--- config.mk ---
export PLATFORM = sky130hd
export DESIGN_NAME = double_ended_indexed_queue_unit
export DESIGN_NICKNAME = d
export VERILOG_FILES = /design/src/deiq_pkg.sv /design/src/deiq_ctrl.sv /design/src/deiq_datapath.sv /design/src/double_ended_indexed_queue_unit.sv
export VERILOG_INCLUDE_DIRS = /design/src /design/src/src
export SDC_FILE = /design/constraint.sdc
export NUM_CORES = 2
export LEC_CHECK = 0
export BUFFER_PORTS_ARGS = -buffer_cell sky130_fd_sc_hd__buf_4
export CORE_MARGIN = 8
export CORE_UTILIZATION = 55
export CTS_CLUSTER_SIZE = 25
export DETAILED_ROUTE_END_ITERATION = 12
export GPL_ROUTABILITY_DRIVEN = 0
export PLACE_DENSITY = 0.74
export SYNTH_ARGS = -nofsm -noshare
export SYNTH_HDL_FRONTEND = slang
export SYNTH_SLANG_ARGS = --single-unit
--- constraint.sdc ---
create_clock -name i_clk -period 5.6 [get_ports i_clk]
set_input_delay 1.12 -clock i_clk [delete_from_list [all_inputs] [get_ports i_clk]]
set_output_delay 1.12 -clock i_clk [all_outputs]
set_load 0.01 [all_outputs]
--- src/assert_macros.svh ---
// assertion macros shared by the queue rtl
// checks compile only in simulation, synthesis sees empty bodies
`ifndef ASSERT_MACROS_SVH
`define ASSERT_MACROS_SVH
`ifndef SYNTHESIS
`define ASSERT_PROP(lbl, clk, rst_n, prop, msg) \
    lbl: assert property (@(posedge clk) disable iff (!rst_n) prop) else $error(msg);
`define ASSERT_CHK(lbl, clk, rst_n, prop) \
    `ASSERT_PROP(lbl, clk, rst_n, prop, "queue assertion failed")
`else
`define ASSERT_PROP(lbl, clk, rst_n, prop, msg)
`define ASSERT_CHK(lbl, clk, rst_n, prop)
`endif
`endif

--- src/deiq_pkg.sv ---
// types and codes of the double-ended indexed queue
// used by the controller, the datapath and the top level
`timescale 1ns / 1ps
`default_nettype none
package deiq_pkg;

    localparam int CMD_W    = 3;
    localparam int VAL_W    = 32;
    localparam int IDX_W    = 7;
    localparam int STAT_W   = 2;
    localparam int IN_TDW   = 48;
    localparam int OUT_TDW  = 48;

    localparam logic [CMD_W-1:0] CMD_PUSH_BACK  = 3'd0;
    localparam logic [CMD_W-1:0] CMD_PUSH_FRONT = 3'd1;
    localparam logic [CMD_W-1:0] CMD_POP_FRONT  = 3'd2;
    localparam logic [CMD_W-1:0] CMD_POP_BACK   = 3'd3;
    localparam logic [CMD_W-1:0] CMD_RESIZE     = 3'd4;
    localparam logic [CMD_W-1:0] CMD_READ       = 3'd5;
    localparam logic [CMD_W-1:0] CMD_WRITE      = 3'd6;

    localparam logic [STAT_W-1:0] ST_OK    = 2'd0;
    localparam logic [STAT_W-1:0] ST_FULL  = 2'd1;
    localparam logic [STAT_W-1:0] ST_EMPTY = 2'd2;
    localparam logic [STAT_W-1:0] ST_RANGE = 2'd3;

    typedef enum logic [3:0] {
        S_IDLE = 4'b0001,
        S_EXEC = 4'b0010,
        S_READ = 4'b0100,
        S_FILL = 4'b1000
    } t_state;

    typedef struct packed {
        logic load_in;
        logic exec;
        logic read_emit;
        logic fill;
    } t_ctl_cmd;

    typedef struct packed {
        logic out_free;
        logic read_hit;
        logic grow;
        logic fill_last;
    } t_dp_stat;

endpackage
`default_nettype wire

--- src/deiq_ctrl.sv ---
// controller state machine of the queue
// sequences accept, execute, read and zero fill; uses deiq_pkg
`timescale 1ns / 1ps
`default_nettype none
`include "assert_macros.svh"
module deiq_ctrl
    import deiq_pkg::*;
(
    input  wire logic     i_clk,
    input  wire logic     i_rst_n,
    input  wire logic     i_in_valid,
    output logic          o_in_ready,
    input  wire t_dp_stat i_stat,
    output t_ctl_cmd      o_cmd
);

    t_state r_state;
    t_state n_state;

    always_comb begin
        n_state    = r_state;
        o_cmd      = '0;
        o_in_ready = 1'b0;
        case (r_state)
            S_IDLE: begin
                o_in_ready = 1'b1;
                if (i_in_valid) begin
                    o_cmd.load_in = 1'b1;
                    n_state       = S_EXEC;
                end
            end
            S_EXEC: begin
                if (i_stat.out_free) begin
                    o_cmd.exec = 1'b1;
                    if (i_stat.read_hit) begin
                        n_state = S_READ;
                    end else if (i_stat.grow) begin
                        n_state = S_FILL;
                    end else begin
                        n_state = S_IDLE;
                    end
                end
            end
            S_READ: begin
                if (i_stat.out_free) begin
                    o_cmd.read_emit = 1'b1;
                    n_state         = S_IDLE;
                end
            end
            S_FILL: begin
                o_cmd.fill = 1'b1;
                if (i_stat.fill_last) begin
                    n_state = S_IDLE;
                end
            end
            default: begin
                n_state = S_IDLE;
            end
        endcase
    end

    always_ff @(posedge i_clk) begin
        if (!i_rst_n) begin
            r_state <= S_IDLE;
        end else begin
            r_state <= n_state;
        end
    end

    `ASSERT_CHK(a_accept_to_exec, i_clk, i_rst_n, (i_in_valid && o_in_ready) |=> (r_state == S_EXEC))
    `ASSERT_CHK(a_state_onehot, i_clk, i_rst_n, $onehot(r_state))
    `ASSERT_CHK(a_fill_grows, i_clk, i_rst_n, (r_state == S_FILL) |-> i_stat.grow)

endmodule
`default_nettype wire

--- src/deiq_datapath.sv ---
// datapath of the queue: circular store, head and count, result register
// driven by deiq_ctrl commands; uses deiq_pkg
`timescale 1ns / 1ps
`default_nettype none
`include "assert_macros.svh"
module deiq_datapath
    import deiq_pkg::*;
#(
    parameter int DEPTH      = 64,
    parameter int DATA_WIDTH = 32
) (
    input  wire logic               i_clk,
    input  wire logic               i_rst_n,
    input  wire t_ctl_cmd           i_cmd,
    output t_dp_stat                o_stat,
    input  wire logic [IN_TDW-1:0]  i_in_data,
    output logic                    o_out_valid,
    input  wire logic               i_out_ready,
    output logic [OUT_TDW-1:0]      o_out_data
);

    localparam int AW   = (DEPTH > 2) ? $clog2(DEPTH) : 1;
    localparam int CW   = $clog2(DEPTH + 1);
    localparam int CMPW = (CW > IDX_W) ? CW : IDX_W;

    logic [DATA_WIDTH-1:0] r_mem [DEPTH];

    logic [CMD_W-1:0]      r_op;
    logic [DATA_WIDTH-1:0] r_val;
    logic [IDX_W-1:0]      r_idx;
    logic [AW-1:0]         r_head;
    logic [CW-1:0]         r_count;
    logic [DATA_WIDTH-1:0] r_q;
    logic                  r_out_valid;
    logic [OUT_TDW-1:0]    r_out_data;

    logic [AW-1:0]         n_head;
    logic [CW-1:0]         n_count;

    logic [VAL_W+63:0]          in_val_ext;
    logic [DATA_WIDTH+31:0]     rd_ext;
    logic [CMPW-1:0]            cnt_x;
    logic [CMPW-1:0]            idx_x;
    logic [CMPW-1:0]            cnt_inc_x;
    logic [CMPW-1:0]            depth_x;
    logic [AW-1:0]              slot_cnt;
    logic [AW-1:0]              slot_idx;
    logic [AW-1:0]              head_dec;
    logic [AW-1:0]              head_inc;
    logic                       is_full;
    logic                       is_empty;
    logic                       in_range;
    logic                       size_ok;
    logic                       grow;
    logic                       read_hit;
    logic                       out_free;
    logic                       load_out;
    logic [STAT_W-1:0]          res_status;
    logic [VAL_W-1:0]           res_data;
    logic                       wr_en;
    logic [AW-1:0]              wr_addr;
    logic [DATA_WIDTH-1:0]      wr_data;

    function automatic logic [AW-1:0] slot_add(input logic [AW-1:0] h, input logic [AW-1:0] p);
        logic [AW:0] s;
        s = {1'b0, h} + {1'b0, p};
        if (s >= (AW+1)'(DEPTH)) begin
            s = s - (AW+1)'(DEPTH);
        end
        return s[AW-1:0];
    endfunction

    assign in_val_ext = {{64{i_in_data[CMD_W+VAL_W-1]}}, i_in_data[CMD_W +: VAL_W]};
    assign rd_ext     = {{32{r_q[DATA_WIDTH-1]}}, r_q};

    assign cnt_x     = CMPW'(r_count);
    assign idx_x     = CMPW'(r_idx);
    assign cnt_inc_x = cnt_x + CMPW'(1);
    assign depth_x   = CMPW'(DEPTH);

    assign slot_cnt = slot_add(r_head, cnt_x[AW-1:0]);
    assign slot_idx = slot_add(r_head, idx_x[AW-1:0]);
    assign head_dec = (r_head == '0) ? AW'(DEPTH - 1) : r_head - AW'(1);
    assign head_inc = (r_head == AW'(DEPTH - 1)) ? '0 : r_head + AW'(1);

    assign is_full  = (cnt_x == depth_x);
    assign is_empty = (r_count == '0);
    assign in_range = (idx_x < cnt_x);
    assign size_ok  = (idx_x <= depth_x);
    assign grow     = (r_op == CMD_RESIZE) && size_ok && (idx_x > cnt_x);
    assign read_hit = (r_op == CMD_READ) && in_range;
    assign out_free = !r_out_valid || i_out_ready;

    assign o_stat.out_free  = out_free;
    assign o_stat.read_hit  = read_hit;
    assign o_stat.grow      = grow;
    assign o_stat.fill_last = (cnt_inc_x == idx_x);

    always_comb begin
        res_status = ST_OK;
        n_count    = r_count;
        n_head     = r_head;
        wr_en      = 1'b0;
        wr_addr    = slot_cnt;
        wr_data    = r_val;
        if (i_cmd.exec) begin
            case (r_op)
                CMD_PUSH_BACK: begin
                    if (is_full) begin
                        res_status = ST_FULL;
                    end else begin
                        wr_en   = 1'b1;
                        n_count = r_count + CW'(1);
                    end
                end
                CMD_PUSH_FRONT: begin
                    if (is_full) begin
                        res_status = ST_FULL;
                    end else begin
                        wr_en   = 1'b1;
                        wr_addr = head_dec;
                        n_head  = head_dec;
                        n_count = r_count + CW'(1);
                    end
                end
                CMD_POP_FRONT: begin
                    if (is_empty) begin
                        res_status = ST_EMPTY;
                    end else begin
                        n_head  = head_inc;
                        n_count = r_count - CW'(1);
                    end
                end
                CMD_POP_BACK: begin
                    if (is_empty) begin
                        res_status = ST_EMPTY;
                    end else begin
                        n_count = r_count - CW'(1);
                    end
                end
                CMD_RESIZE: begin
                    if (!size_ok) begin
                        res_status = ST_FULL;
                    end else if (!grow) begin
                        n_count = idx_x[CW-1:0];
                    end
                end
                CMD_READ: begin
                    if (!in_range) begin
                        res_status = ST_RANGE;
                    end
                end
                CMD_WRITE: begin
                    if (!in_range) begin
                        res_status = ST_RANGE;
                    end else begin
                        wr_en   = 1'b1;
                        wr_addr = slot_idx;
                    end
                end
                default: begin
                    res_status = ST_OK;
                end
            endcase
        end else if (i_cmd.fill) begin
            wr_en   = 1'b1;
            wr_data = '0;
            n_count = r_count + CW'(1);
        end
    end

    assign load_out = (i_cmd.exec && !read_hit && !grow) || i_cmd.read_emit
                   || (i_cmd.fill && o_stat.fill_last);
    assign res_data = i_cmd.read_emit ? rd_ext[VAL_W-1:0] : '0;

    // store: one write port, one registered read port
    always_ff @(posedge i_clk) begin
        if (wr_en) begin
            r_mem[wr_addr] <= wr_data;
        end
        r_q <= r_mem[slot_idx];
    end

    always_ff @(posedge i_clk) begin
        if (i_cmd.load_in) begin
            r_op  <= i_in_data[CMD_W-1:0];
            r_val <= in_val_ext[DATA_WIDTH-1:0];
            r_idx <= i_in_data[CMD_W+VAL_W +: IDX_W];
        end
        if (load_out) begin
            r_out_data <= {(OUT_TDW - VAL_W - STAT_W - IDX_W)'(0),
                           CMPW'(n_count) >> 0 == '0 ? IDX_W'(0) : IDX_W'(CMPW'(n_count)),
                           res_status, res_data};
        end
    end

    always_ff @(posedge i_clk) begin
        if (!i_rst_n) begin
            r_head      <= '0;
            r_count     <= '0;
            r_out_valid <= 1'b0;
        end else begin
            r_head  <= n_head;
            r_count <= n_count;
            if (load_out) begin
                r_out_valid <= 1'b1;
            end else if (i_out_ready) begin
                r_out_valid <= 1'b0;
            end
        end
    end

    assign o_out_valid = r_out_valid;
    assign o_out_data  = r_out_data;

    `ASSERT_CHK(a_count_range, i_clk, i_rst_n, (cnt_x <= depth_x))
    `ASSERT_CHK(a_head_range, i_clk, i_rst_n, ((AW+1)'(r_head) < (AW+1)'(DEPTH)))
    `ASSERT_CHK(a_load_free, i_clk, i_rst_n, load_out |-> out_free)
    `ASSERT_CHK(a_fill_below, i_clk, i_rst_n, i_cmd.fill |-> (cnt_x < idx_x))

endmodule
`default_nettype wire

--- src/double_ended_indexed_queue_unit.sv ---
// top level of the double-ended indexed queue
// joins deiq_ctrl and deiq_datapath; uses deiq_pkg
`timescale 1ns / 1ps
`default_nettype none
// Double-ended indexed queue of up to DEPTH elements in a circular store. Each input
// word carries one command (push back or front, pop front or back, resize, indexed
// read, indexed write) and gives exactly one result word with read data, status and
// the length after the command. Push, pop, write and resize without growth pass through
// accept, then execute; an in-range read adds a read state because the store has a
// registered read port; a resize that grows by n elements adds a zero fill, which writes
// one entry per cycle through the single write port. A result waits in an output
// register, so the next word is accepted while it is still unclaimed.
module double_ended_indexed_queue_unit
    import deiq_pkg::*;
#(
    parameter int DEPTH      = 64,
    parameter int DATA_WIDTH = 32
) (
    input  wire logic               i_clk,
    input  wire logic               i_rst_n,
    input  wire logic               i_s_axis_tvalid,
    output logic                    o_s_axis_tready,
    input  wire logic [IN_TDW-1:0]  i_s_axis_tdata,  // cmd, value, index_or_size
    output logic                    o_m_axis_tvalid,
    input  wire logic               i_m_axis_tready,
    output logic [OUT_TDW-1:0]      o_m_axis_tdata   // read_data, status, length
);

    t_ctl_cmd ctl_cmd;
    t_dp_stat dp_stat;

    deiq_ctrl u_ctrl (
        .i_clk      (i_clk),
        .i_rst_n    (i_rst_n),
        .i_in_valid (i_s_axis_tvalid),
        .o_in_ready (o_s_axis_tready),
        .i_stat     (dp_stat),
        .o_cmd      (ctl_cmd)
    );

    deiq_datapath #(
        .DEPTH      (DEPTH),
        .DATA_WIDTH (DATA_WIDTH)
    ) u_datapath (
        .i_clk       (i_clk),
        .i_rst_n     (i_rst_n),
        .i_cmd       (ctl_cmd),
        .o_stat      (dp_stat),
        .i_in_data   (i_s_axis_tdata),
        .o_out_valid (o_m_axis_tvalid),
        .i_out_ready (i_m_axis_tready),
        .o_out_data  (o_m_axis_tdata)
    );

endmodule
`default_nettype wire

After elaboration in Yosys (flattened, before gate mapping) --
Memory sizes are Yosys's and may differ from the RTL's. A register that Yosys moved wholly into a read port is not among the register bits. Index checks and enable logic that the tools add are counted. Widths: inputs -> output; s select.
Cells by class: $add $sub $neg 8, multiply operators 0, div/mod/pow operators 0, magnitude comparators 5, equal/unequal tests 19, shifts and indexed selects 0, multiplexer cells 48, bitwise operators 0, reductions and logical operators 23
Operators by type and width (number):
- $mux 32 | 2
- $mux 6 | 9
- $mux 7 | 6
- $mux 4 | 6
- $pmux 6 s2 | 2
- $pmux 7 s3 | 1
- $sub 6x1->6 const B | 3
- $mux 1 | 17
- $pmux 4 s4 | 1
- $add 6x6->7 | 2
- $ge 7x7->1 const B | 2
- $logic_not 7->1 | 2
- $eq 3x3->1 const B | 3
- $pmux 2 s4 | 1
- $reduce_and 4->1 | 2
- $add 7x1->7 const B | 1
- $eq 7x7->1 | 1
- $eq 7x7->1 const B | 1
- $gt 7x7->1 | 1
- $le 7x7->1 const B | 1
- $lt 7x7->1 | 1
- $sub 7x1->7 const B | 1
- $add 6x1->6 const B | 1
- $eq 3x2->1 const B | 2
- 17 further kinds | 34
Storage, ports and cells: register bits 101, latch bits 0, RAM bits 2048, ROM bits 0, input bits 52, output and inout bits 50, logic and storage cells 114, memories 1
Memory list:
- u_datapath.r_mem | depth 64, bits a word 32, rd ports 1, clocked after memory_dff 1, write ports 1, line deiq_datapath.sv:26 | logic [DATA_WIDTH-1:0] r_mem [DEPTH];

Longest topological paths before layout --
depth after elaboration 9, gate-level depth with buffers 11, depth with buffers taken out 10

By module --
A second synthesis with hierarchy kept.
Unflattened totals: cells, all modules 3659, area total of the unflattened synthesis 84765.0 um^2
Modules (own cells, without submodules):
- deiq_datapath | instances 1, cells each 3626, area each 84466.0 um^2, sequential area each 64912.3 um^2
- deiq_ctrl | instances 1, cells each 33, area each 299.0 um^2, sequential area each 80.1 um^2

Worst setup path before layout --
No wires, ideal clock.
path type reg-to-reg, from reg u_datapath.r_count[6] (netlist: u_datapath.cnt_x[6]), to reg u_datapath.r_out_data[0] (netlist: u_datapath.o_out_data[0]) (enable), library setup time 0.499 ns, arrival 5.058 ns, data required time 5.101 ns, slack 0.043 ns, stages on the path, launching flop included 9, path buffers 1, clock period less this slack 5.557 ns, path through dfxtp_1 clkbuf_1 inv_1 ha_1 a41o_1 a21o_1 o21ai_0 o21ai_0 o21ai_0
On the way: word-level cells in the longest chain between the ends 7, elaborated cells on any way between the ends 13, those cells by class add/sub (1); order compare (2); eq/ne (1); reduce/logical (9)
RTL lines:
- start: declaration | line deiq_datapath.sv:32 | logic [CW-1:0] r_count;
- start signal: assignment | line deiq_datapath.sv:204 | r_count <= n_count;
- parallel branches: the longest is 6 deep, another holds $add 7x1->7
- $logic_or 1x1->1 * | line deiq_datapath.sv:173 | || (i_cmd.fill && o_stat.fill_last);
- named net u_datapath.load_out | line deiq_datapath.sv:57 | logic load_out;
- end signal: assignment | line deiq_datapath.sv:191 | r_out_data <= {(OUT_TDW - VAL_W - STAT_W - IDX_W)'(0),
- end: declaration | line deiq_datapath.sv:35 | logic [OUT_TDW-1:0] r_out_data;
Mark *: on every way through the listed nets, which the timed path passes. A chain may end at the register's enable or synchronous reset.

Worst setup path in the final report --
from reg u_datapath.r_count[6] (netlist: u_datapath.cnt_x[6]), to mem u_datapath.r_mem[9][26] (enable)
On the way: word-level cells in the longest chain between the ends 6, elaborated cells on any way between the ends 12, those cells by class order compare (1); eq/ne (1); mux (10)
RTL lines:
- $lt 7x7->1 or $eq 7x7->1 (tied branches) | line deiq_datapath.sv:88, deiq_datapath.sv:86
- $mux 1, on equally long branches | line deiq_datapath.sv:154, deiq_datapath.sv:109, deiq_datapath.sv:117
- $pmux 1 s2 | line deiq_datapath.sv:107 | case (r_op)
- $mux 1 | line deiq_datapath.sv:106 | if (i_cmd.exec) begin
- $mux 1 | line deiq_datapath.sv:178 | if (wr_en) begin
- $mux 1 (implied by the code) | line deiq_datapath.sv:179 | r_mem[wr_addr] <= wr_data;
- end: declaration | line deiq_datapath.sv:26
Several ways; a longest one is shown, not always the timed one.

==> results.ini <==
[flow_run]
maxCapViolCount = 0

[drt]
drc = 0
drt_iter0_drc = 5045
routedWlPerCell_um = 32.9
wl_um = 200000
firstDrtPassIters = 8
routed-via-count = 39907
viasPerCell = 6.55
ant_nets = 0

[pwr]
p_int_mw = 27.0
p_comb_share_pct = 5.8
swShare_pct = 21.2
ir_worst_vdd_mv = 0.358
p_clk_share_pct = 41.3
p_leak_nw = 29.9
p_sw_mw = 7.28
seqPwrFrac_pct = 52.8
p_per_area_nw_per_um2 = 358

[setup_path]
crit_buf_inv = 2
worst-setup-path-type = flip-flop to flip-flop
required_ns = 6.04
crit_start = u_datapath.cnt_x[6]
crit_family = compound AO/OA/AOI/OAI gates
crit_arrival_ns = 5.11
critPathMaxFanout = 32
crit_path_start_kind = flip-flop
slowest_stage = a211oi_4
crit_path_end_kind = flip-flop
critPathMaxStageDelay_ns = 0.70
crit_chain = inv_1, ha_1, a41o_1, a21oi_1, a21oi_1, or2_1, a211oi_4, nand3_4, nor2_4, buf_4
crit_top_cell = a21oi_1
r2r-start = u_datapath.cnt_x[6]

[logic_synthesis]
synth_edf_count = 2131
synthFlopType = edfxtp_1
ys_ff_latch = 2181
synthesis.area_sq_um = 84400
yosysTopAreaCellShare_pct = 75.8
synth_top_cell_by_area = edfxtp_1
ys_warn_count = 0
avgSynthCellArea_sq_um = 23.2
syn-instance-count = 3635
synth_area_leaders = edfxtp_1 76%, mux4_2 17%, dfxtp_1 1.2%, and2_1 0.58%, clkbuf_1 0.47%
synth.distinct_cells = 81
synth-seq-area-share_pct = 77.0
synthArstFlopShare_pct = 0

[final_layout]
final_cell_area_sq_um = 95800
num-fill-cells = 9772
nets = 3962
layout_commonest_cell = edfxtp_1
area_growth_pct = 13.4
final_cell_mix = 2131 x edfxtp_1, 640 x mux4_2, 209 x clkbuf_16
final_layout_size_suffix_gt1_share_pct = 32.9

[worst_hold_path]
min_from = i_s_axis_tdata[11]
hp-class = input pin to flip-flop

[global_route]
grt_pass1_vias = 40318
grt_max_degree = 93
antenna_found_initial = 7
gr-total-overflow = 0
grt_pass1_wl_um = 288000
grt_usage_pct = 23.8

[timing]
tightest_slew_ns = 1.36
grt_setup_unrepaired = no
relSlewSlack_pct = 9.46
setup-tns-final_ns = 0
timing.final.crit_share_pct = 83.3
setup_viol = 0
max_freq_ghz = 0.214
finalCriticalPeriod_ns = 4.67
clock_skew_ns = 0.0371
hold_violations = 0
drv_slew = 0

[floorplan]
die_x_um = 408
fp-row-count = 143
fp.dieArea_sq_um = 166000
ios = 102
initial_core_util_pct = 55.5
core_sq_um = 152000
die_h_um = 408

[clock_tree]
hold_buffers = 0
cts_buffer_depth = 3
cts_setup_buffers = 0
cts_buffers = 208
clk_pin_slew_worst_paths_ns = 0.06
cts_sinks = 2181
clk_latency_ns = 0.84
cts_tree = built
htreeDepth = 4
cts_resized = 0
root_buffer = clkbuf_16

[place]
hpwl_um = 104000
dpl_cell_area_sq_um = 88800
io_buffers = 88

[status]
outcome = completed

synth_stat cells, drive strengths merged (3+ instances only):
| library cell | instances |
|---|---|
| edfxtp | 2131 |
| mux4 | 640 |
| clkbuf | 107 |
| buf | 86 |
| and2 | 78 |
| o21ai | 68 |
| nor2 | 63 |
| nand2 | 61 |
| dfxtp | 50 |
| nor3 | 42 |
| mux2i | 37 |
| mux2 | 33 |
| a21oi | 25 |
| nand3 | 23 |
| ha | 22 |
| xnor2 | 19 |
| inv | 16 |
| a21o | 9 |
| and3 | 9 |
| xor2 | 9 |
| a22oi | 8 |
| a21boi | 6 |
| a211oi | 5 |
| nor4b | 5 |
| a221oi | 4 |
| a31oi | 4 |
| nand2b | 4 |
| nand3b | 4 |
| o21a | 4 |
| or3 | 4 |
| nor2b | 3 |
| nor3b | 3 |
| o221ai | 3 |
| o22ai | 3 |
| o31ai | 3 |
| or4 | 3 |
sequential cells by signal (all words and copies together), names as in the netlist:
register                flops
u_datapath.r_mem         2048
u_datapath.o_out_data      41
u_datapath.r_q             32
u_datapath.r_val           32
u_datapath.cnt_x            7
u_datapath.idx_x            7
u_datapath.r_head           6
u_ctrl.r_state              4
u_datapath.r_op             3
u_datapath.o_out_valid      1
logic make-up after synthesis:
group,after synthesis,share of synthesized area [%]
adder cells (fa/ha/maj),24,0.373
multiplexers,710,17.9
AO/OA/AOI/OAI,168,1.33
other,1,0.00444
AND/OR/NAND/NOR,314,2.01
buffers and inverters,209,1.08
flip-flops,2181,77.0
XOR/XNOR,28,0.290
stage by stage:
step	hold slack [ns]	worst slack (ns)	total power, mW	utilization, %	std cells
after floorplan	0.482	0.0431	19.7	-	3641
after global placement	0.486	0.942	20.4	58.4	5706
after detailed placement	0.491	0.890	20.5	58.4	5706
after CTS	0.404	1.04	34.5	62.9	6091
after global routing	0.425	0.806	35.1	62.9	6091
final	0.462	0.933	34.3	62.9	6093
area by class of cell:
| class | count | area, sq um | share of cell area [%] |
|---|---|---|---|
| flip-flops and latches | 2181 | 65000 | 67.9 |
| multi-input cells | 1251 | 19100 | 19.9 |
| clock buffers | 268 | 5550 | 5.80 |
| well taps | 2030 | 2540 | 2.65 |
| repair buffers | 228 | 2160 | 2.26 |
| clock inverters | 117 | 1380 | 1.44 |
| inverters | 16 | 60.1 | 0.0627 |
| diodes | 2 | 5.00 | 0.00523 |
routing by layer:
metal  track usage (%)  up-vias  part of all wire [%]
met3              6.37      361                    11
met1              32.6    21209                    38
met4              7.56        8                   3.1
li1                  -    15982                     -
met2              37.8     2347                    48
met5                 0        -                 0.028
path summary, 6_finish.rpt:
check	end	slack [ns]	cells after the start
worst max-delay path	u_datapath.r_mem[9][26]	0.93	10
worst min-delay path	u_datapath.r_val[8]	0.46	1
worst max register to register	u_datapath.r_mem[9][26]	0.93	10
worst min register to register	u_datapath.o_out_data[25]	0.50	1
power groups by stage:
| stage | clock, mW | combinational (mW) | sequential, mW |
|---|---|---|---|
| final | 14.2 | 2.00 | 18.1 |
| after global routing | 14.9 | 2.10 | 18.1 |
| after CTS | 14.3 | 2.02 | 18.1 |
| after detailed placement | 0 | 2.00 | 18.5 |
| after global placement | 0 | 1.96 | 18.5 |
| after floorplan | 0 | 1.32 | 18.4 |
(Power assumes the default switching activity.)
